--- src/rtl/core/preemptive_priority_task_queue_top_macros.svh ---
// assertion macros for the priority task queue
`ifndef PREEMPTIVE_PRIORITY_TASK_QUEUE_TOP_MACROS_SVH
`define PREEMPTIVE_PRIORITY_TASK_QUEUE_TOP_MACROS_SVH
`ifndef ASSERT_OFF
`define PPQ_ASSERT(label, prop) \
    label: assert property (@(posedge clk) disable iff (!rst_n) prop) \
        else $error("ppq assertion failed");
`define PPQ_ASSERT_NEXT(label, ante, cons) \
    label: assert property (@(posedge clk) disable iff (!rst_n) (ante) |=> (cons)) \
        else $error("ppq assertion failed");
`else
`define PPQ_ASSERT(label, prop)
`define PPQ_ASSERT_NEXT(label, ante, cons)
`endif
`endif

--- src/rtl/core/ppq_pkg.sv ---
// types, constants and codes shared by the priority task queue
package ppq_pkg;

    localparam int QUEUE_DEPTH = 16;
    localparam int NEST_DEPTH  = 16;
    localparam int HANDLE_BITS = 16;

    localparam int PRIO_W  = 10;
    localparam int HFIELD_W = 16;
    localparam int HW      = (HANDLE_BITS < HFIELD_W) ? HANDLE_BITS : HFIELD_W;
    localparam int QIDX_W  = (QUEUE_DEPTH > 1) ? $clog2(QUEUE_DEPTH) : 1;
    localparam int CNT_W   = $clog2(QUEUE_DEPTH + 1);
    localparam int NIDX_W  = (NEST_DEPTH > 1) ? $clog2(NEST_DEPTH) : 1;
    localparam int NCNT_W  = $clog2(NEST_DEPTH + 1);

    localparam logic [CNT_W-1:0]  QUEUE_FULL = CNT_W'(QUEUE_DEPTH);
    localparam logic [NCNT_W-1:0] NEST_FULL  = NCNT_W'(NEST_DEPTH);
    localparam logic [PRIO_W-1:0] IDLE_LEVEL = PRIO_W'(999);

    localparam logic [1:0] KIND_ADD   = 2'd0;
    localparam logic [1:0] KIND_CHECK = 2'd1;
    localparam logic [1:0] KIND_DONE  = 2'd2;

    localparam logic [2:0] ST_ADDED    = 3'd0;
    localparam logic [2:0] ST_FULL     = 3'd1;
    localparam logic [2:0] ST_RUN      = 3'd2;
    localparam logic [2:0] ST_NONE     = 3'd3;
    localparam logic [2:0] ST_NEST_OVF = 3'd4;
    localparam logic [2:0] ST_NO_NEST  = 3'd5;

    typedef struct packed {
        logic [1:0]          kind;
        logic [PRIO_W-1:0]   task_priority;
        logic [HFIELD_W-1:0] task_handle;
    } req_t;

    typedef struct packed {
        logic [2:0]          status;
        logic [HFIELD_W-1:0] run_handle;
        logic [PRIO_W-1:0]   run_priority;
        logic [4:0]          queued_count;
        logic [PRIO_W-1:0]   running_priority;
    } rsp_t;

    typedef struct packed {
        logic [PRIO_W-1:0] prio;
        logic [HW-1:0]     handle;
    } q_entry_t;

    typedef struct packed {
        logic              we;
        logic [QIDX_W-1:0] waddr;
        q_entry_t          wdata;
        logic [QIDX_W-1:0] raddr;
    } q_req_t;

    typedef struct packed {
        logic              we;
        logic [NIDX_W-1:0] waddr;
        logic [PRIO_W-1:0] wdata;
        logic [NIDX_W-1:0] raddr;
    } s_req_t;

endpackage

--- src/rtl/core/ppq_ram.sv ---
// generic single write port ram with registered read
module ppq_ram #(
    parameter int WIDTH = 8,
    parameter int DEPTH = 16
) (
    input  logic                                         clk,
    input  logic                                         we,
    input  logic [((DEPTH > 1) ? $clog2(DEPTH) : 1)-1:0] waddr,
    input  logic [WIDTH-1:0]                             wdata,
    input  logic [((DEPTH > 1) ? $clog2(DEPTH) : 1)-1:0] raddr,
    output logic [WIDTH-1:0]                             rdata
);

    logic [WIDTH-1:0] mem [DEPTH];

    always_ff @(posedge clk)
    begin
        if (we)
        begin
            mem[waddr] <= wdata;
        end
        rdata <= mem[raddr];
    end

endmodule

--- src/rtl/core/ppq_seq.sv ---
// sequencer: sorted insert, head dispatch and nest stack over one shared compare
module ppq_seq (
    input  logic              clk,
    input  logic              rst_n,
    input  logic              req_valid,
    output logic              req_ready,
    input  ppq_pkg::req_t     req,
    output ppq_pkg::q_req_t   q_req,
    input  ppq_pkg::q_entry_t q_rdata,
    output ppq_pkg::s_req_t   s_req,
    input  logic [ppq_pkg::PRIO_W-1:0] s_rdata,
    output logic              res_valid,
    input  logic              res_ready,
    output ppq_pkg::rsp_t     res
);

    localparam logic [2:0] S_IDLE     = 3'd0;
    localparam logic [2:0] S_ADD_CMP  = 3'd1;
    localparam logic [2:0] S_ADD_PUT  = 3'd2;
    localparam logic [2:0] S_DONE_RD  = 3'd3;
    localparam logic [2:0] S_CHK_EVAL = 3'd4;
    localparam logic [2:0] S_POP      = 3'd5;
    localparam logic [2:0] S_OUT      = 3'd6;

    logic [2:0]                   state_reg, state_next;
    logic [ppq_pkg::CNT_W-1:0]    count_reg, count_next;
    logic [ppq_pkg::CNT_W-1:0]    idx_reg, idx_next;
    logic [ppq_pkg::NCNT_W-1:0]   nest_reg, nest_next;
    logic [ppq_pkg::PRIO_W-1:0]   level_reg, level_next;
    ppq_pkg::q_entry_t            new_reg, new_next;
    ppq_pkg::q_entry_t            run_reg, run_next;
    logic [2:0]                   status_reg, status_next;

    logic [ppq_pkg::PRIO_W-1:0]   cmp_a, cmp_b;
    logic                         lt;
    logic [ppq_pkg::CNT_W-1:0]    cnt_dec, idx_dec, idx_dec2, idx_inc;
    logic [ppq_pkg::NCNT_W-1:0]   nest_dec;

    // shared comparator: insert scan asks new < entry, dispatch asks head < level
    always_comb
    begin
        if (state_reg == S_ADD_CMP)
        begin
            cmp_a = new_reg.prio;
            cmp_b = q_rdata.prio;
        end
        else
        begin
            cmp_a = q_rdata.prio;
            cmp_b = level_reg;
        end
    end

    assign lt       = cmp_a < cmp_b;
    assign cnt_dec  = count_reg - ppq_pkg::CNT_W'(1);
    assign idx_dec  = idx_reg - ppq_pkg::CNT_W'(1);
    assign idx_dec2 = idx_reg - ppq_pkg::CNT_W'(2);
    assign idx_inc  = idx_reg + ppq_pkg::CNT_W'(1);
    assign nest_dec = nest_reg - ppq_pkg::NCNT_W'(1);

    always_comb
    begin
        state_next  = state_reg;
        count_next  = count_reg;
        idx_next    = idx_reg;
        nest_next   = nest_reg;
        level_next  = level_reg;
        new_next    = new_reg;
        run_next    = run_reg;
        status_next = status_reg;
        q_req       = '0;
        s_req       = '0;

        unique case (state_reg)
            S_IDLE:
            begin
                if (req_valid)
                begin
                    new_next.prio   = req.task_priority;
                    new_next.handle = req.task_handle[ppq_pkg::HW-1:0];
                    run_next        = '0;
                    unique case (req.kind)
                        ppq_pkg::KIND_ADD:
                        begin
                            if (count_reg == ppq_pkg::QUEUE_FULL)
                            begin
                                status_next = ppq_pkg::ST_FULL;
                                state_next  = S_OUT;
                            end
                            else if (count_reg == '0)
                            begin
                                q_req.we           = 1'b1;
                                q_req.waddr        = '0;
                                q_req.wdata.prio   = req.task_priority;
                                q_req.wdata.handle = req.task_handle[ppq_pkg::HW-1:0];
                                count_next         = ppq_pkg::CNT_W'(1);
                                status_next        = ppq_pkg::ST_ADDED;
                                state_next         = S_OUT;
                            end
                            else
                            begin
                                idx_next    = count_reg;
                                q_req.raddr = cnt_dec[ppq_pkg::QIDX_W-1:0];
                                state_next  = S_ADD_CMP;
                            end
                        end
                        ppq_pkg::KIND_CHECK:
                        begin
                            q_req.raddr = '0;
                            state_next  = S_CHK_EVAL;
                        end
                        ppq_pkg::KIND_DONE:
                        begin
                            if (nest_reg == '0)
                            begin
                                status_next = ppq_pkg::ST_NO_NEST;
                                state_next  = S_OUT;
                            end
                            else
                            begin
                                nest_next   = nest_dec;
                                s_req.raddr = nest_dec[ppq_pkg::NIDX_W-1:0];
                                q_req.raddr = '0;
                                state_next  = S_DONE_RD;
                            end
                        end
                        default:
                        begin
                            status_next = ppq_pkg::ST_NONE;
                            state_next  = S_OUT;
                        end
                    endcase
                end
            end
            S_ADD_CMP:
            begin
                // walk from the tail, moving back every entry with a higher number than the new one
                if (lt)
                begin
                    q_req.we    = 1'b1;
                    q_req.waddr = idx_reg[ppq_pkg::QIDX_W-1:0];
                    q_req.wdata = q_rdata;
                    idx_next    = idx_dec;
                    if (idx_reg == ppq_pkg::CNT_W'(1))
                    begin
                        state_next = S_ADD_PUT;
                    end
                    else
                    begin
                        q_req.raddr = idx_dec2[ppq_pkg::QIDX_W-1:0];
                    end
                end
                else
                begin
                    q_req.we    = 1'b1;
                    q_req.waddr = idx_reg[ppq_pkg::QIDX_W-1:0];
                    q_req.wdata = new_reg;
                    count_next  = count_reg + ppq_pkg::CNT_W'(1);
                    status_next = ppq_pkg::ST_ADDED;
                    state_next  = S_OUT;
                end
            end
            S_ADD_PUT:
            begin
                q_req.we    = 1'b1;
                q_req.waddr = '0;
                q_req.wdata = new_reg;
                count_next  = count_reg + ppq_pkg::CNT_W'(1);
                status_next = ppq_pkg::ST_ADDED;
                state_next  = S_OUT;
            end
            S_DONE_RD:
            begin
                level_next  = s_rdata;
                q_req.raddr = '0;
                state_next  = S_CHK_EVAL;
            end
            S_CHK_EVAL:
            begin
                if (count_reg == '0 || !lt)
                begin
                    status_next = ppq_pkg::ST_NONE;
                    state_next  = S_OUT;
                end
                else if (nest_reg == ppq_pkg::NEST_FULL)
                begin
                    status_next = ppq_pkg::ST_NEST_OVF;
                    state_next  = S_OUT;
                end
                else
                begin
                    s_req.we    = 1'b1;
                    s_req.waddr = nest_reg[ppq_pkg::NIDX_W-1:0];
                    s_req.wdata = level_reg;
                    nest_next   = nest_reg + ppq_pkg::NCNT_W'(1);
                    level_next  = q_rdata.prio;
                    run_next    = q_rdata;
                    status_next = ppq_pkg::ST_RUN;
                    if (count_reg == ppq_pkg::CNT_W'(1))
                    begin
                        count_next = '0;
                        state_next = S_OUT;
                    end
                    else
                    begin
                        idx_next    = ppq_pkg::CNT_W'(1);
                        q_req.raddr = ppq_pkg::QIDX_W'(1);
                        state_next  = S_POP;
                    end
                end
            end
            S_POP:
            begin
                // close the gap left by the head, one entry a cycle
                q_req.we    = 1'b1;
                q_req.waddr = idx_dec[ppq_pkg::QIDX_W-1:0];
                q_req.wdata = q_rdata;
                if (idx_inc == count_reg)
                begin
                    count_next = cnt_dec;
                    state_next = S_OUT;
                end
                else
                begin
                    q_req.raddr = idx_inc[ppq_pkg::QIDX_W-1:0];
                    idx_next    = idx_inc;
                end
            end
            S_OUT:
            begin
                if (res_ready)
                begin
                    state_next = S_IDLE;
                end
            end
            default:
            begin
                state_next = S_IDLE;
            end
        endcase
    end

    always_ff @(posedge clk or negedge rst_n)
    begin
        if (!rst_n)
        begin
            state_reg <= S_IDLE;
            count_reg <= '0;
            nest_reg  <= '0;
            level_reg <= ppq_pkg::IDLE_LEVEL;
        end
        else
        begin
            state_reg <= state_next;
            count_reg <= count_next;
            nest_reg  <= nest_next;
            level_reg <= level_next;
        end
    end

    always_ff @(posedge clk)
    begin
        idx_reg    <= idx_next;
        new_reg    <= new_next;
        run_reg    <= run_next;
        status_reg <= status_next;
    end

    assign req_ready = (state_reg == S_IDLE);
    assign res_valid = (state_reg == S_OUT);

    always_comb
    begin
        res.status           = status_reg;
        res.run_handle       = ppq_pkg::HFIELD_W'(run_reg.handle);
        res.run_priority     = run_reg.prio;
        res.queued_count     = 5'(count_reg);
        res.running_priority = level_reg;
    end

endmodule

--- src/rtl/core/preemptive_priority_task_queue_top.sv ---
// top level of the preemptive priority task queue
//
//  channel | handshake           | word
//  --------+---------------------+--------------------------------------------
//  req     | req_valid/req_ready | kind, task_priority, task_handle
//  rsp     | rsp_valid/rsp_ready | status, run_handle, run_priority,
//          |                     | queued_count, running_priority
//
// one word in flight: req_ready is high only while the sequencer is idle
// add: into an empty queue it is written from idle, else the scan moves entries back first
// check: compare head with level, pop it, move the rest forward; done restores level first
// every pass reuses one priority comparator and one read port of the queue ram
// the result register lets a new word in while rsp waits on rsp_ready
// reset empties the queue and nest stack and sets running level to 999
`include "preemptive_priority_task_queue_top_macros.svh"

module preemptive_priority_task_queue_top (
    input  logic           clk,
    input  logic           rst_n,
    input  logic           req_valid,
    output logic           req_ready,
    input  ppq_pkg::req_t  req,
    output logic           rsp_valid,
    input  logic           rsp_ready,
    output ppq_pkg::rsp_t  rsp
);

    ppq_pkg::q_req_t            q_req;
    ppq_pkg::q_entry_t          q_rdata;
    ppq_pkg::s_req_t            s_req;
    logic [ppq_pkg::PRIO_W-1:0] s_rdata;
    logic                       res_valid;
    logic                       res_ready;
    ppq_pkg::rsp_t              res;

    logic                       out_valid_reg;
    ppq_pkg::rsp_t              out_reg;

    ppq_seq u_seq (
        .clk       (clk),
        .rst_n     (rst_n),
        .req_valid (req_valid),
        .req_ready (req_ready),
        .req       (req),
        .q_req     (q_req),
        .q_rdata   (q_rdata),
        .s_req     (s_req),
        .s_rdata   (s_rdata),
        .res_valid (res_valid),
        .res_ready (res_ready),
        .res       (res)
    );

    ppq_ram #(
        .WIDTH ($bits(ppq_pkg::q_entry_t)),
        .DEPTH (ppq_pkg::QUEUE_DEPTH)
    ) u_queue_ram (
        .clk   (clk),
        .we    (q_req.we),
        .waddr (q_req.waddr),
        .wdata (q_req.wdata),
        .raddr (q_req.raddr),
        .rdata (q_rdata)
    );

    ppq_ram #(
        .WIDTH (ppq_pkg::PRIO_W),
        .DEPTH (ppq_pkg::NEST_DEPTH)
    ) u_nest_ram (
        .clk   (clk),
        .we    (s_req.we),
        .waddr (s_req.waddr),
        .wdata (s_req.wdata),
        .raddr (s_req.raddr),
        .rdata (s_rdata)
    );

    assign res_ready = !out_valid_reg || rsp_ready;

    always_ff @(posedge clk or negedge rst_n)
    begin
        if (!rst_n)
        begin
            out_valid_reg <= 1'b0;
        end
        else if (res_ready)
        begin
            out_valid_reg <= res_valid;
        end
    end

    always_ff @(posedge clk)
    begin
        if (res_valid && res_ready)
        begin
            out_reg <= res;
        end
    end

    assign rsp_valid = out_valid_reg;
    assign rsp       = out_reg;

    `PPQ_ASSERT(a_run_sets_level, (rsp_valid && rsp.status == ppq_pkg::ST_RUN) |-> (rsp.running_priority == rsp.run_priority))
    `PPQ_ASSERT(a_idle_fields_zero, (rsp_valid && rsp.status != ppq_pkg::ST_RUN) |-> (rsp.run_handle == '0 && rsp.run_priority == '0))
    `PPQ_ASSERT(a_no_nest_idle_level, (rsp_valid && rsp.status == ppq_pkg::ST_NO_NEST) |-> (rsp.running_priority == ppq_pkg::IDLE_LEVEL))
    `PPQ_ASSERT_NEXT(a_result_held, res_valid && !res_ready, res_valid && $stable(res))

endmodule

--- config.mk ---
export PLATFORM = sky130hd
export DESIGN_NAME = preemptive_priority_task_queue_top
export DESIGN_NICKNAME = d
export VERILOG_FILES = /design/src/rtl/core/ppq_pkg.sv /design/src/rtl/core/ppq_ram.sv /design/src/rtl/core/ppq_seq.sv /design/src/rtl/core/preemptive_priority_task_queue_top.sv
export VERILOG_INCLUDE_DIRS = /design/src /design/src/rtl/core
export SDC_FILE = /design/constraint.sdc
export NUM_CORES = 1
export LEC_CHECK = 0
export ABC_AREA = 1
export BUFFER_PORTS_ARGS = -buffer_cell sky130_fd_sc_hd__buf_2
export CORE_MARGIN = 10
export CORE_UTILIZATION = 55
export CTS_CLUSTER_SIZE = 40
export DETAILED_ROUTE_END_ITERATION = 10
export GPL_TIMING_DRIVEN = 0
export HOLD_SLACK_MARGIN = 0.05
export PLACE_DENSITY = 0.75
export SLEW_MARGIN = 0
export SYNTH_ARGS = -nofsm -noshare
export SYNTH_HDL_FRONTEND = slang
export SYNTH_SLANG_ARGS = --single-unit
--- constraint.sdc ---
create_clock -name clk -period 3.9 [get_ports clk]
set_clock_uncertainty 0.2 [all_clocks]
set_input_delay 0.78 -clock clk [delete_from_list [all_inputs] [get_ports clk]]
set_output_delay 0.78 -clock clk [all_outputs]
set_load 0.02 [all_outputs]
==> results.json <==
{
  "cts_tree": "built",
  "antenna_found_initial": 3,
  "hold_class": "primary input to flip-flop",
  "fin_crit_sh_pct": 99.8,
  "drc": 0,
  "fin_cells": 3901,
  "rows": 88,
  "totalWireLength_mm": 92.5,
  "timing.slew.headroom_pct": 12.7,
  "synth_area_per_cell_sq_um": 11.3,
  "syn_area_sq_um": 31900,
  "synth.net_count": 2864,
  "grt_use_total_pct": 26.0,
  "crit_buf_inv": 5,
  "vias": 23400,
  "timing.rr.end": "u_queue_ram.rdata[13]",
  "layout-drive-gt1-share_pct": 19.5,
  "clockRootBuffer": "clkbuf_16",
  "rrSetupSlack_ps": 8,
  "startpoint_type": "flip-flop",
  "final_nets": 3128,
  "cts_num_sinks": 740,
  "grt_pass1_wl_mm": 133,
  "worst_r2r_path_depth": 20,
  "clk_pin_slew_worst_paths_ps": 60,
  "crit_arrival_ps": 4190,
  "rsz0062_at_grt": "true",
  "grt_pass1_vias": 22200,
  "antenna_cells": 0,
  "ctsLongestPathBuffers": 3,
  "fin_crit_ps": 3890,
  "hpwlAfterDp_mm": 60.6,
  "grt.overflow.total": 0,
  "grtUsageMet2_pct": 42.0,
  "fillerInstances": 3956,
  "netlist_instances": 2812,
  "area_growth_pct": 20.0,
  "yosysWarnings": 0,
  "drtIter0Drc": 2994,
  "die_area_sq_um": 68000,
  "r2r_start": "u_seq.state_reg[2]",
  "dieWidth_microns": 261,
  "yosysUniqueCellTypes": 47,
  "clock_latency_ps": 630,
  "setup_viol": 0,
  "worstPathCellList": "inv_4, nand3_4, inv_8, buf_8, o21ai_0, ha_1, a21oi_2, nand2_2, a21oi_4, nand2_4, nor2_8, nand3_4, nand2_8, clkbuf_16, buf_8, nand2_1, nand3_1, nand3_1, nand3_2, nand2_1",
  "drtAntennaViolNets": 0,
  "cap_violations": 0,
  "grt_max_degree": 27,
  "whs_path_depth": 1,
  "seq_area_frac_synth_pct": 68.2,
  "regArea_sq_um": 21800,
  "io_pins": 78,
  "fin_util_pct": 66.5,
  "p_leak_nw": 15.3,
  "cpPeakStageDelay_ps": 460,
  "routabilityCongestion": 0.928,
  "die_h_microns": 261,
  "slew_violations": 0,
  "holdCritStartpoint": "req[4]",
  "largest_register_ffs": 416,
  "use_met3_pct": 4.79,
  "crit_slowest_cell": "dfrtp_2",
  "hold_end": "u_seq.new_reg[4]",
  "fin_total_pwr_mw": 32.7,
  "critical_path.top_delay_family": "simple AND/OR/NAND/NOR gates",
  "firstDrtPassIters": 8,
  "cp-end-kind": "flip-flop",
  "regMostFlops": "u_queue_ram.mem",
  "worstSetupPathType": "flip-flop to flip-flop",
  "max_freq_ghz": 0.257,
  "h-tree-depth": 3,
  "io_buffers": 77,
  "multi_input_area_sq_um": 8640,
  "ys_ff_latch": 740,
  "cp_max_fo": 10,
  "core_sq_um": 57600,
  "dp_cells": 3672,
  "avgViaCountPerCell": 6.01,
  "start_util_pct": 55.4,
  "irDropWorstVdd_uv": 444,
  "worstSetupPathDepth": 20,
  "max_slew.worst_pin.slew_ps": 1310,
  "cp.required_ps": 4200,
  "top_usage_layer": "met2",
  "status": "completed",
  "routedWlPerCell_microns": 23.7,
  "power_density_nw_per_um2": 853,
  "cts_made_buffers": 76,
  "met1_usage_pct": 32.1,
  "hold_violations": 0
}
[placed cells by master (no fill, tap or decap), types with 66 or more instances in the layout]
cell type    n
nand3b_1    78
nor2_1      83
edfxtp_1   680
nand2_1    426
o211ai_1    66
buf_4       70
inv_1      380
nand3_1    473
o21ai_0     96
buf_2      120
clkbuf_16   85
[logic make-up (layout without fill, tap and decap cells)]
kind of cell    after synthesis  count (layout)  share of synthesized area (%)
compound gates              235             235                           4.56
flops                       740             740                           68.2
mux                          37              37                           1.16
fa+ha+maj                    20              20                          0.785
xor+xnor                     10              10                          0.275
simple gates               1220            1223                           18.0
buf+inv                     550             871                           7.01
[worst max-delay path by stage]
| stage | slack [ps] | end | startpoint |
|---|---|---|---|
| final | 8 | u_queue_ram.rdata[13] | u_seq.state_reg[2] |
| after detailed placement | -1580 | u_queue_ram.mem[2][18] | u_seq.state_reg[1] |
| after floorplan | 70 | u_nest_ram.mem[3][0] | u_seq.state_reg[1] |
| after CTS | 0.1 | u_queue_ram.rdata[17] | u_seq.state_reg[2] |
| after global placement | -1560 | u_nest_ram.mem[0][6] | u_seq.state_reg[1] |
| after global routing | -90 | u_queue_ram.rdata[14] | u_seq.state_reg[2] |
[worst register-to-register path: cells and delay by family, from the launching register on]
family | cells | cell delay [ps]
AND/OR/NAND/NOR | 11 | 1500
buffers and inverters | 5 | 750
AO/OA/AOI/OAI | 3 | 530
flip-flops | 1 | 460
adder cells (fa/ha/maj) | 1 | 340
[routing by layer]
layer | share of wire [%] | routed length [microns] | up-vias
li1 | - | - | 10300
met5 | 0.012 | 11 | -
met1 | 36 | 33500 | 11400
met2 | 48 | 44100 | 1502
met3 | 9.9 | 9170 | 323
met4 | 6.1 | 5660 | 2
[Yosys cell counts (all sizes together)]
library cell | n | share of area [%]
edfxtp | 680 | 64
nand3 | 520 | 8.3
nand2 | 443 | 5.3
inv | 395 | 4.7
nor2 | 133 | 1.7
o21ai | 106 | 1.7
buf | 87 | 1.6
nand3b | 78 | 1.8
o211ai | 67 | 1.6
clkbuf | 64 | 0.76
mux2i | 37 | 1.2
dfxtp | 36 | 2.3
or2 | 34 | 0.67
a21oi | 21 | 0.34
ha | 20 | 0.78
dfrtp | 16 | 1.3
a211oi | 11 | 0.26
o22ai | 11 | 0.22
dfstp | 8 | 0.66
o221ai | 8 | 0.22
nor3 | 7 | 0.11
xor2 | 6 | 0.16
a31oi | 4 | 0.078
clkinv | 4 | 0.047
nand4 | 4 | 0.078
xnor2 | 4 | 0.11
o31ai | 2 | 0.047
a2111oi | 1 | 0.027
a22o | 1 | 0.027
a22oi | 1 | 0.024
a32o | 1 | 0.031
nor4b | 1 | 0.027
o311ai | 1 | 0.027
[cell type report]
type / instances / share of cell area, %
Timing Repair inverter: 1 / 0.0196
Sequential cell: 740 / 56.8
Clock buffer: 102 / 5.49
Multi-Input combinational cell: 1525 / 22.6
Timing Repair Buffer: 185 / 4.75
Buffer: 148 / 2.97
Tap cell: 765 / 2.50
Clock inverter: 36 / 0.889
Inverter: 399 / 3.95
[per-stage QoR]
stage | setup TNS [ps] | worst slack [ps] | hold slack (ps) | instance area, sq um
after floorplan | 0 | 74.6 | 200 | 31900
after global placement | -1109120 | -1560 | 201 | 33200
after detailed placement | -883900 | -1580 | 205 | 33700
after CTS | 0 | 0.128 | 130 | 37200
after global routing | -1590 | -87.4 | 143 | 38300
final | 0 | 8.39 | 148 | 38300
[power breakdown]
part | total, mW | internal, mW | switching [mW]
logic | 13.8 | 4.39 | 9.43
clock network | 7.15 | 4.13 | 3.02
registers | 11.7 | 11.2 | 0.523
[what timing repair did]
item / in CTS / in global routing
hold endpoints to repair: 16 / 0
pin swaps: 41 / 39
cloned: 1 / 11
hold buffers: 1 / 0
resized for setup: 177 / 141
setup buffers: 48 / 33
setup endpoints to repair: 809 / 664
Note: power is estimated with default switching activity, not from simulation.
